$ cat src/rtl/core/bse_pkg.sv
// ----------------------------------------------------------------------------
// Bytecode stack executor package
// Shared widths, opcodes, status codes and the microcode table that steers
// the datapath of the executor.
// ----------------------------------------------------------------------------
package bse_pkg;

    localparam int STACK_DEPTH = 32;
    localparam int ADDR_W      = $clog2(STACK_DEPTH);
    localparam int CNT_W       = $clog2(STACK_DEPTH + 1);

    localparam int DATA_W      = 32;
    localparam int CMD_W       = 8;
    localparam int IMM_W       = 8;
    localparam int DEPTH_W     = 6;
    localparam int STATUS_W    = 2;
    localparam int ITER_W      = $clog2(DATA_W);

    // Request payload bit positions.
    localparam int CMD_LSB     = 0;
    localparam int IMM_LSB     = CMD_LSB + CMD_W;
    localparam int IN_W        = ((IMM_LSB + IMM_W + 7) / 8) * 8;

    // Result payload bit positions.
    localparam int TOP_LSB     = 0;
    localparam int DEPTH_LSB   = TOP_LSB + DATA_W;
    localparam int STATUS_LSB  = DEPTH_LSB + DEPTH_W;
    localparam int OUT_W       = ((STATUS_LSB + STATUS_W + 7) / 8) * 8;

    localparam logic [CMD_W-1:0] OP_PUSH = 8'd16;
    localparam logic [CMD_W-1:0] OP_ADD  = 8'd96;
    localparam logic [CMD_W-1:0] OP_MUL  = 8'd104;
    localparam logic [CMD_W-1:0] OP_REM  = 8'd112;

    typedef enum logic [STATUS_W-1:0] {
        ST_OK    = 2'd0,
        ST_UNDER = 2'd1,
        ST_OVER  = 2'd2,
        ST_DIVZ  = 2'd3
    } status_t;

    // Datapath action selected by a control word.
    typedef enum logic [3:0] {
        UOP_IDLE,
        UOP_DECODE,
        UOP_PUSH,
        UOP_LOAD,
        UOP_ADD,
        UOP_MUL,
        UOP_REM_INIT,
        UOP_REM_STEP,
        UOP_REM_FIX,
        UOP_WRITE,
        UOP_EMIT
    } uop_t;

    // Sequencing rule of a control word.
    typedef enum logic [2:0] {
        JMP_ALWAYS,
        JMP_ACCEPT,
        JMP_OUT_FREE,
        JMP_ITER,
        JMP_DISPATCH,
        JMP_OPSEL
    } jmp_t;

    localparam int UPC_W = 4;
    typedef logic [UPC_W-1:0] upc_t;

    localparam upc_t A_IDLE     = 4'd0;
    localparam upc_t A_DECODE   = 4'd1;
    localparam upc_t A_PUSH     = 4'd2;
    localparam upc_t A_LOAD     = 4'd3;
    localparam upc_t A_ADD      = 4'd4;
    localparam upc_t A_MUL      = 4'd5;
    localparam upc_t A_REM_INIT = 4'd6;
    localparam upc_t A_REM_STEP = 4'd7;
    localparam upc_t A_REM_FIX  = 4'd8;
    localparam upc_t A_WRITE    = 4'd9;
    localparam upc_t A_EMIT     = 4'd10;

    // tgt is taken when the jump condition holds, alt otherwise.
    typedef struct packed {
        uop_t uop;
        jmp_t jmp;
        upc_t tgt;
        upc_t alt;
    } ucw_t;

    function automatic ucw_t ucode_rom(input upc_t addr);
        ucw_t w;
        case (addr)
            A_IDLE:     w = '{uop: UOP_IDLE,     jmp: JMP_ACCEPT,   tgt: A_DECODE,   alt: A_IDLE};
            A_DECODE:   w = '{uop: UOP_DECODE,   jmp: JMP_DISPATCH, tgt: A_EMIT,     alt: A_EMIT};
            A_PUSH:     w = '{uop: UOP_PUSH,     jmp: JMP_ALWAYS,   tgt: A_EMIT,     alt: A_EMIT};
            A_LOAD:     w = '{uop: UOP_LOAD,     jmp: JMP_OPSEL,    tgt: A_ADD,      alt: A_ADD};
            A_ADD:      w = '{uop: UOP_ADD,      jmp: JMP_ALWAYS,   tgt: A_WRITE,    alt: A_WRITE};
            A_MUL:      w = '{uop: UOP_MUL,      jmp: JMP_ALWAYS,   tgt: A_WRITE,    alt: A_WRITE};
            A_REM_INIT: w = '{uop: UOP_REM_INIT, jmp: JMP_ALWAYS,   tgt: A_REM_STEP, alt: A_REM_STEP};
            A_REM_STEP: w = '{uop: UOP_REM_STEP, jmp: JMP_ITER,     tgt: A_REM_STEP, alt: A_REM_FIX};
            A_REM_FIX:  w = '{uop: UOP_REM_FIX,  jmp: JMP_ALWAYS,   tgt: A_WRITE,    alt: A_WRITE};
            A_WRITE:    w = '{uop: UOP_WRITE,    jmp: JMP_ALWAYS,   tgt: A_EMIT,     alt: A_EMIT};
            A_EMIT:     w = '{uop: UOP_EMIT,     jmp: JMP_OUT_FREE, tgt: A_IDLE,     alt: A_EMIT};
            default:    w = '{uop: UOP_IDLE,     jmp: JMP_ALWAYS,   tgt: A_IDLE,     alt: A_IDLE};
        endcase
        return w;
    endfunction

endpackage

$ cat src/rtl/core/bse_ram.sv
// ----------------------------------------------------------------------------
// Generic RAM
// One write port and one read port with registered read data.
// ----------------------------------------------------------------------------
module bse_ram #(
    parameter int WIDTH = 32,
    parameter int DEPTH = 32
) (
    input  logic                     clk,
    input  logic                     we,
    input  logic [$clog2(DEPTH)-1:0] waddr,
    input  logic [WIDTH-1:0]         wdata,
    input  logic [$clog2(DEPTH)-1:0] raddr,
    output logic [WIDTH-1:0]         rdata
);

    logic [WIDTH-1:0] mem [DEPTH];

    always_ff @(posedge clk)
    begin
        if (we)
        begin
            mem[waddr] <= wdata;
        end
        rdata <= mem[raddr];
    end

endmodule

$ cat src/rtl/core/bytecode_stack_executor.sv
// ----------------------------------------------------------------------------
// Bytecode stack executor
// Runs push, add, multiply and remainder bytecodes on a 32-entry stack of
// 32-bit integers under control of a microcoded sequencer.
// ----------------------------------------------------------------------------
// Each request runs from decode to the output step: errors and ignored
// opcodes go there at once, push through the push step, add and multiply
// through load, operate and write, remainder through load, a loop of one
// quotient bit a cycle that sets the worst case, fix and write. A new request
// is taken while the previous result still waits in the output register.
// Reset empties the stack at once; the stack RAM is not cleared.
// ----------------------------------------------------------------------------
module bytecode_stack_executor
    import bse_pkg::*;
(
    input  logic             clk,
    input  logic             rst_n,
    input  logic             s_tvalid,
    output logic             s_tready,
    input  logic [IN_W-1:0]  s_tdata,   // command[7:0], immediate[15:8]
    output logic             m_tvalid,
    input  logic             m_tready,
    output logic [OUT_W-1:0] m_tdata    // top_value[31:0], depth[37:32], status[39:38]
);

    // Control state
    upc_t            upc_reg, upc_next;
    logic [CNT_W-1:0] count_reg, count_next;
    logic            out_valid_reg, out_valid_next;

    // Payload registers
    logic [CMD_W-1:0]        cmd_reg, cmd_next;
    logic signed [IMM_W-1:0] imm_reg, imm_next;
    logic [DATA_W-1:0]       top_reg, top_next;
    logic [DATA_W-1:0]       a_reg, a_next;
    logic [DATA_W-1:0]       b_reg, b_next;
    logic [DATA_W-1:0]       res_reg, res_next;
    logic [DATA_W-1:0]       rem_reg, rem_next;
    logic [DATA_W-1:0]       dvd_reg, dvd_next;
    logic [DATA_W-1:0]       dvs_reg, dvs_next;
    logic [ITER_W-1:0]       iter_reg, iter_next;
    status_t                 status_reg, status_next;
    logic [OUT_W-1:0]        out_data_reg, out_data_next;

    ucw_t              ucw;
    logic              accept;
    logic              out_free;
    logic              is_arith;
    upc_t              disp_tgt;
    status_t           disp_status;
    upc_t              opsel_tgt;
    logic [CNT_W-1:0]  cnt_m2;
    logic [DATA_W:0]   trial;
    logic [DATA_W-1:0] product;
    logic [DATA_W-1:0] top_out;

    logic              ram_we;
    logic [ADDR_W-1:0] ram_waddr;
    logic [DATA_W-1:0] ram_wdata;
    logic [DATA_W-1:0] ram_rdata;

    bse_ram #(
        .WIDTH (DATA_W),
        .DEPTH (STACK_DEPTH)
    ) u_stack_ram (
        .clk   (clk),
        .we    (ram_we),
        .waddr (ram_waddr),
        .wdata (ram_wdata),
        .raddr (cnt_m2[ADDR_W-1:0]),
        .rdata (ram_rdata)
    );

    assign s_tready = (upc_reg == A_IDLE);
    assign m_tvalid = out_valid_reg;
    assign m_tdata  = out_data_reg;

    assign ucw      = ucode_rom(upc_reg);
    assign accept   = s_tvalid && s_tready;
    assign out_free = !out_valid_reg || m_tready;
    assign cnt_m2   = count_reg - CNT_W'(2);
    assign product  = a_reg * b_reg;
    assign trial    = {rem_reg, dvd_reg[DATA_W-1]} - {1'b0, dvs_reg};
    assign top_out  = (count_reg == '0) ? '0 : top_reg;
    assign is_arith = (cmd_reg == OP_ADD) || (cmd_reg == OP_MUL) || (cmd_reg == OP_REM);

    // Decode step: pick the path and the status of the current request. The
    // top of stack is cached in top_reg, so the divisor check needs no read.
    always_comb
    begin
        disp_tgt    = A_EMIT;
        disp_status = ST_OK;
        if (cmd_reg == OP_PUSH)
        begin
            if (count_reg == CNT_W'(STACK_DEPTH))
            begin
                disp_status = ST_OVER;
            end
            else
            begin
                disp_tgt = A_PUSH;
            end
        end
        else if (is_arith)
        begin
            if (count_reg < CNT_W'(2))
            begin
                disp_status = ST_UNDER;
            end
            else if ((cmd_reg == OP_REM) && (top_reg == '0))
            begin
                disp_status = ST_DIVZ;
            end
            else
            begin
                disp_tgt = A_LOAD;
            end
        end
    end

    always_comb
    begin
        case (cmd_reg)
            OP_ADD:  opsel_tgt = A_ADD;
            OP_MUL:  opsel_tgt = A_MUL;
            default: opsel_tgt = A_REM_INIT;
        endcase
    end

    // Datapath driven by the current control word.
    always_comb
    begin
        count_next     = count_reg;
        out_valid_next = out_valid_reg && !m_tready;
        cmd_next       = cmd_reg;
        imm_next       = imm_reg;
        top_next       = top_reg;
        a_next         = a_reg;
        b_next         = b_reg;
        res_next       = res_reg;
        rem_next       = rem_reg;
        dvd_next       = dvd_reg;
        dvs_next       = dvs_reg;
        iter_next      = iter_reg;
        status_next    = status_reg;
        out_data_next  = out_data_reg;
        ram_we         = 1'b0;
        ram_waddr      = count_reg[ADDR_W-1:0];
        ram_wdata      = res_reg;

        case (ucw.uop)
            UOP_IDLE:
            begin
                if (accept)
                begin
                    cmd_next = s_tdata[CMD_LSB +: CMD_W];
                    imm_next = s_tdata[IMM_LSB +: IMM_W];
                end
            end
            UOP_DECODE:
            begin
                status_next = disp_status;
            end
            UOP_PUSH:
            begin
                top_next   = {{(DATA_W-IMM_W){imm_reg[IMM_W-1]}}, imm_reg};
                ram_we     = 1'b1;
                ram_waddr  = count_reg[ADDR_W-1:0];
                ram_wdata  = {{(DATA_W-IMM_W){imm_reg[IMM_W-1]}}, imm_reg};
                count_next = count_reg + CNT_W'(1);
            end
            UOP_LOAD:
            begin
                a_next = ram_rdata;
                b_next = top_reg;
            end
            UOP_ADD:
            begin
                res_next = a_reg + b_reg;
            end
            UOP_MUL:
            begin
                res_next = product;
            end
            UOP_REM_INIT:
            begin
                dvd_next  = a_reg[DATA_W-1] ? (DATA_W'(0) - a_reg) : a_reg;
                dvs_next  = b_reg[DATA_W-1] ? (DATA_W'(0) - b_reg) : b_reg;
                rem_next  = '0;
                iter_next = '1;
            end
            UOP_REM_STEP:
            begin
                // Restoring division on magnitudes, one bit per cycle.
                if (!trial[DATA_W])
                begin
                    rem_next = trial[DATA_W-1:0];
                end
                else
                begin
                    rem_next = {rem_reg[DATA_W-2:0], dvd_reg[DATA_W-1]};
                end
                dvd_next  = {dvd_reg[DATA_W-2:0], 1'b0};
                iter_next = iter_reg - ITER_W'(1);
            end
            UOP_REM_FIX:
            begin
                // The remainder takes the sign of the dividend.
                res_next = a_reg[DATA_W-1] ? (DATA_W'(0) - rem_reg) : rem_reg;
            end
            UOP_WRITE:
            begin
                ram_we     = 1'b1;
                ram_waddr  = cnt_m2[ADDR_W-1:0];
                ram_wdata  = res_reg;
                top_next   = res_reg;
                count_next = count_reg - CNT_W'(1);
            end
            UOP_EMIT:
            begin
                if (out_free)
                begin
                    out_data_next  = '0;
                    out_data_next[TOP_LSB +: DATA_W]      = top_out;
                    out_data_next[DEPTH_LSB +: DEPTH_W]   = DEPTH_W'(count_reg);
                    out_data_next[STATUS_LSB +: STATUS_W] = status_reg;
                    out_valid_next = 1'b1;
                end
            end
            default:
            begin
            end
        endcase
    end

    // Sequencer: next step from the control word's jump rule.
    always_comb
    begin
        case (ucw.jmp)
            JMP_ALWAYS:   upc_next = ucw.tgt;
            JMP_ACCEPT:   upc_next = accept ? ucw.tgt : ucw.alt;
            JMP_OUT_FREE: upc_next = out_free ? ucw.tgt : ucw.alt;
            JMP_ITER:     upc_next = (iter_reg != '0) ? ucw.tgt : ucw.alt;
            JMP_DISPATCH: upc_next = disp_tgt;
            JMP_OPSEL:    upc_next = opsel_tgt;
            default:      upc_next = A_IDLE;
        endcase
    end

    always_ff @(posedge clk or negedge rst_n)
    begin
        if (!rst_n)
        begin
            upc_reg       <= A_IDLE;
            count_reg     <= '0;
            out_valid_reg <= 1'b0;
        end
        else
        begin
            upc_reg       <= upc_next;
            count_reg     <= count_next;
            out_valid_reg <= out_valid_next;
        end
    end

    always_ff @(posedge clk)
    begin
        cmd_reg      <= cmd_next;
        imm_reg      <= imm_next;
        top_reg      <= top_next;
        a_reg        <= a_next;
        b_reg        <= b_next;
        res_reg      <= res_next;
        rem_reg      <= rem_next;
        dvd_reg      <= dvd_next;
        dvs_reg      <= dvs_next;
        iter_reg     <= iter_next;
        status_reg   <= status_next;
        out_data_reg <= out_data_next;
    end

endmodule

$ cat config.mk
export PLATFORM = sky130hd
export DESIGN_NAME = bytecode_stack_executor
export DESIGN_NICKNAME = d
export VERILOG_FILES = /design/src/rtl/core/bse_pkg.sv /design/src/rtl/core/bse_ram.sv /design/src/rtl/core/bytecode_stack_executor.sv
export SDC_FILE = /design/constraint.sdc
export NUM_CORES = 2
export LEC_CHECK = 0
export BUFFER_PORTS_ARGS = -buffer_cell sky130_fd_sc_hd__buf_2
export CAP_MARGIN = 20
export CORE_MARGIN = 2
export CORE_UTILIZATION = 65
export CTS_CLUSTER_DIAMETER = 150
export DETAILED_ROUTE_END_ITERATION = 8
export PLACE_DENSITY = 0.87
export SLEW_MARGIN = 0
export SYNTH_ARGS = -nofsm -noshare
export SYNTH_HDL_FRONTEND = slang
export SYNTH_SLANG_ARGS = --single-unit
$ cat constraint.sdc
create_clock -name clk -period 22.7 [get_ports clk]
set_input_delay 3.405 -clock clk [delete_from_list [all_inputs] [get_ports clk]]
set_output_delay 3.405 -clock clk [all_outputs]
set_load 0.05 [all_outputs]
==> flow_summary_export.csv <==
group,metric,value,unit
die,start_util,65.3,%
sta,rsz0062_at_grt,"no",
cts,ctsHoldBuffers,0,
finish,largest_register_ffs,1024,
sta,hold_ws,0.341,ns
critical_path,critical_path_required,23.20,ns
outcome,status,"complete, but fails checks",
synthesis,yosysMostFrequentCell,"edfxtp_1",
die,ios,62,
cts,cts_made_buffers,136,
global_routing,grt_use_total,39.9,%
global_routing,grt.busiest_layer,"met2",
drt,via_per_inst,7.10,
cts,clock_sinks,1354,
critical_path,crit_start,"b_reg[6]",
sta,finalCritPeriodShare,35.9,%
cts,ctsResizeCount,0,
critical_path,rr_startpoint,"b_reg[6]",
placement,io_buffer_count,61,
sta,finalHoldViolations,0,
sta,tns,0,ns
global_routing,grtUsageMet1,48.7,%
synthesis,yosys_warnings,0,
sta,slew_headroom,22.0,%
synthesis,yosys_register_bits,1354,
placement,place.gp.congestion,1.01,
drt,drt.antenna.violating_nets,0,
global_routing,grt_use_met2,62.7,%
sta,fmax,123,MHz
cts,clock_latency,0.82,ns
worst_hold_path,holdPathStages,0,
worst_hold_path,hp-start,"u_stack_ram.rdata[19]",
critical_path,crit_type,"reg -> reg",
drt,drc_errors,1,
finish,top_register,"u_stack_ram.mem",
synthesis,synth_area,72000,um2
drt,vias,45900,
drt,wl,225000,um
finish,layout.cells.non_filler,6464,
finish,nFillCells,6431,
synthesis,ys_top_cells_by_area,"edfxtp_1 (55%), fa_1 (11%), mux4_2 (10%)",
synthesis,ys_seq_area_share,55.9,%
cts,cts_tree,"built",
sta,setup_violations,0,
synthesis,synth_cell_types,67,
die,die_h,337,um
sta,fin_worst_skew,0.0861,ns
synthesis,synthArstFlopShare,0.812,%
placement,dpl.hpwl,122000,um
global_routing,grt_pass1_wl,318000,um
drt,wire_per_inst,34.9,um
global_routing,overflow,0,
sta,layout_min_cycle_time,8.15,ns
global_routing,grt_pass1_vias,46300,
critical_path,slowest_stage,"edfxtp_1",
sta,slew_violations,0,
synthesis,ys_top_cells_by_count,"edfxtp_1 (1311), inv_1 (453), fa_1 (411), nand2_1 (392), mux4_2 (320)",
die,die_w,337,um
cts,clockBufferDepth,3,
critical_path,startpoint_type,"flop",
worst_hold_path,min_path_type,"reg -> reg",
die,die-area,113000,um2
finish,nets,5491,
drt,first_pass_iters,9,
outcome,violations,"DRC",
die,fp.coreArea,110000,um2
finish,final_cell_area,79100,um2
drt,drt_iter0_drc,7834,
critical_path,reg2reg_depth,25,
cts,cts-root-buf,"clkbuf_16",
critical_path,critPathArrivalTime,8.65,ns
placement,placedCellCount,6198,
flow_run,cap_violations,0,
critical_path,cp-end-kind,"flop",
finish,syn2layout_area_growth,9.80,%
critical_path,crit_fanout,16,
synthesis,synth_area_per_cell,15.0,um2
global_routing,antenna_found_initial,20,
global_routing,grt_max_degree,141,
cts,post_cts_buffers,0,
finish,drive_gt1_share,15.9,%
critical_path,critPathMostFrequentCell,"fa_1",
critical_path,cp_num_buf_inv,5,
global_routing,grt_use_met3,11.4,%
placement,placed_cell_area,74300,um2
critical_path,worst_path_largest_cell_delay,0.70,ns
sta,worstMarginPinSlew,1.17,ns
synthesis,synth_fp_nets,5438,
synthesis,syn_inst,4802,
cts,cts.reportedPaths.clkPinSlew,0.07,ns
synthesis,synth_top_area_share,54.7,%
synthesis,synth_edf_count,1311,
synthesis,ys.flop_type,"edfxtp_1",
synthesis,yosys.area.top_type,"edfxtp_1",
critical_path,crit_cells,25,
critical_path,crit_family,"adder cells",
die,core.rowCount,122,
cts,htreeDepth,4,
==> final timing paths <==
check	endpoint	slack (ns)
setup / recovery	res_reg[31]	14.55
hold / removal	a_reg[19]	0.34
setup reg to reg	res_reg[31]	14.55
hold reg to reg	a_reg[19]	0.34
max in group asynchronous	count_reg[0]	19.83
min in group asynchronous	count_reg[4]	2.53
==> routing by layer <==
layer | wire (um) | share of wire [%] | vias to the layer above
li1 | - | - | 17400
met1 | 71200 | 32 | 22900
met2 | 106000 | 47 | 4437
met3 | 29600 | 13 | 1156
met4 | 18400 | 8.2 | 20
met5 | 158 | 0.070 | -
==> cell type report <==
cell class,count,area [um2],share of cell area (%)
flip-flops and latches,1354,40300,51.0
clock inverters,62,818,1.04
clock buffers,187,3720,4.70
diodes,10,25.0,0.0317
repair buffers,166,1230,1.56
multi-input cells,2744,29400,37.2
well taps,1488,1860,2.36
inverters,453,1700,2.15
==> per-stage QoR <==
| stage | utilization, % | setup slack [ns] |
|---|---|---|
| 3_5_place_dp | 67.4 | 14.72 |
| 4_1_cts | 71.6 | 14.70 |
| 5_1_grt | 71.7 | 14.33 |
| 3_3_place_gp | 67.4 | 14.96 |
| 6_report | 71.7 | 14.55 |
| 2_1_floorplan | - | 15.52 |
==> kinds of logic (layout without fill, tap and decap cells) <==
logic type                 count (synthesis)  after routing  share of synthesized area (%)
adders and majority gates                616            616                           15.0
buffers and inverters                    704            868                           3.67
other                                      0             10                              0
and+or+nand+nor                         1032           1032                           7.16
DFF                                     1354           1354                           55.9
AOI/OAI and AO/OA                        475            475                           4.37
muxes                                    386            386                           11.0
xor gates and xnor gates                 235            235                           2.86
==> cell usage in the layout (no fill, tap or decap), drive strengths merged, types with 32 or more instances in the layout <==
cell type / instances
a21o: 83
nand2: 392
ha: 205
xnor2: 152
clkinv: 42
and2: 307
mux4: 320
nor2b: 45
mux2: 39
inv: 461
o21ai: 124
dfxtp: 32
edfxtp: 1311
xor2: 83
a21oi: 81
nor2: 127
clkbuf: 187
fa: 411
buf: 166
==> worst reg2reg max path, stage by stage, from the launching register on <==
cell      delay, ns
edfxtp_1       0.70
buf_4          0.35
and2_1         0.19
fa_1           0.45
fa_1           0.49
fa_1           0.52
inv_1          0.05
fa_1           0.47
inv_1          0.05
fa_1           0.52
inv_1          0.06
fa_1           0.53
inv_1          0.05
fa_1           0.38
fa_1           0.48
ha_1           0.38
a21o_1         0.18
a31oi_1        0.06
o21ai_0        0.20
a31oi_1        0.13
nor3b_1        0.16
a211o_1        0.33
o21ai_0        0.46
a31oi_1        0.20
xnor2_1        0.16
a211o_1        0.31
Power is not shown: default switching activity piles up to over one toggle a cycle in this logic, so the estimate is an artifact.
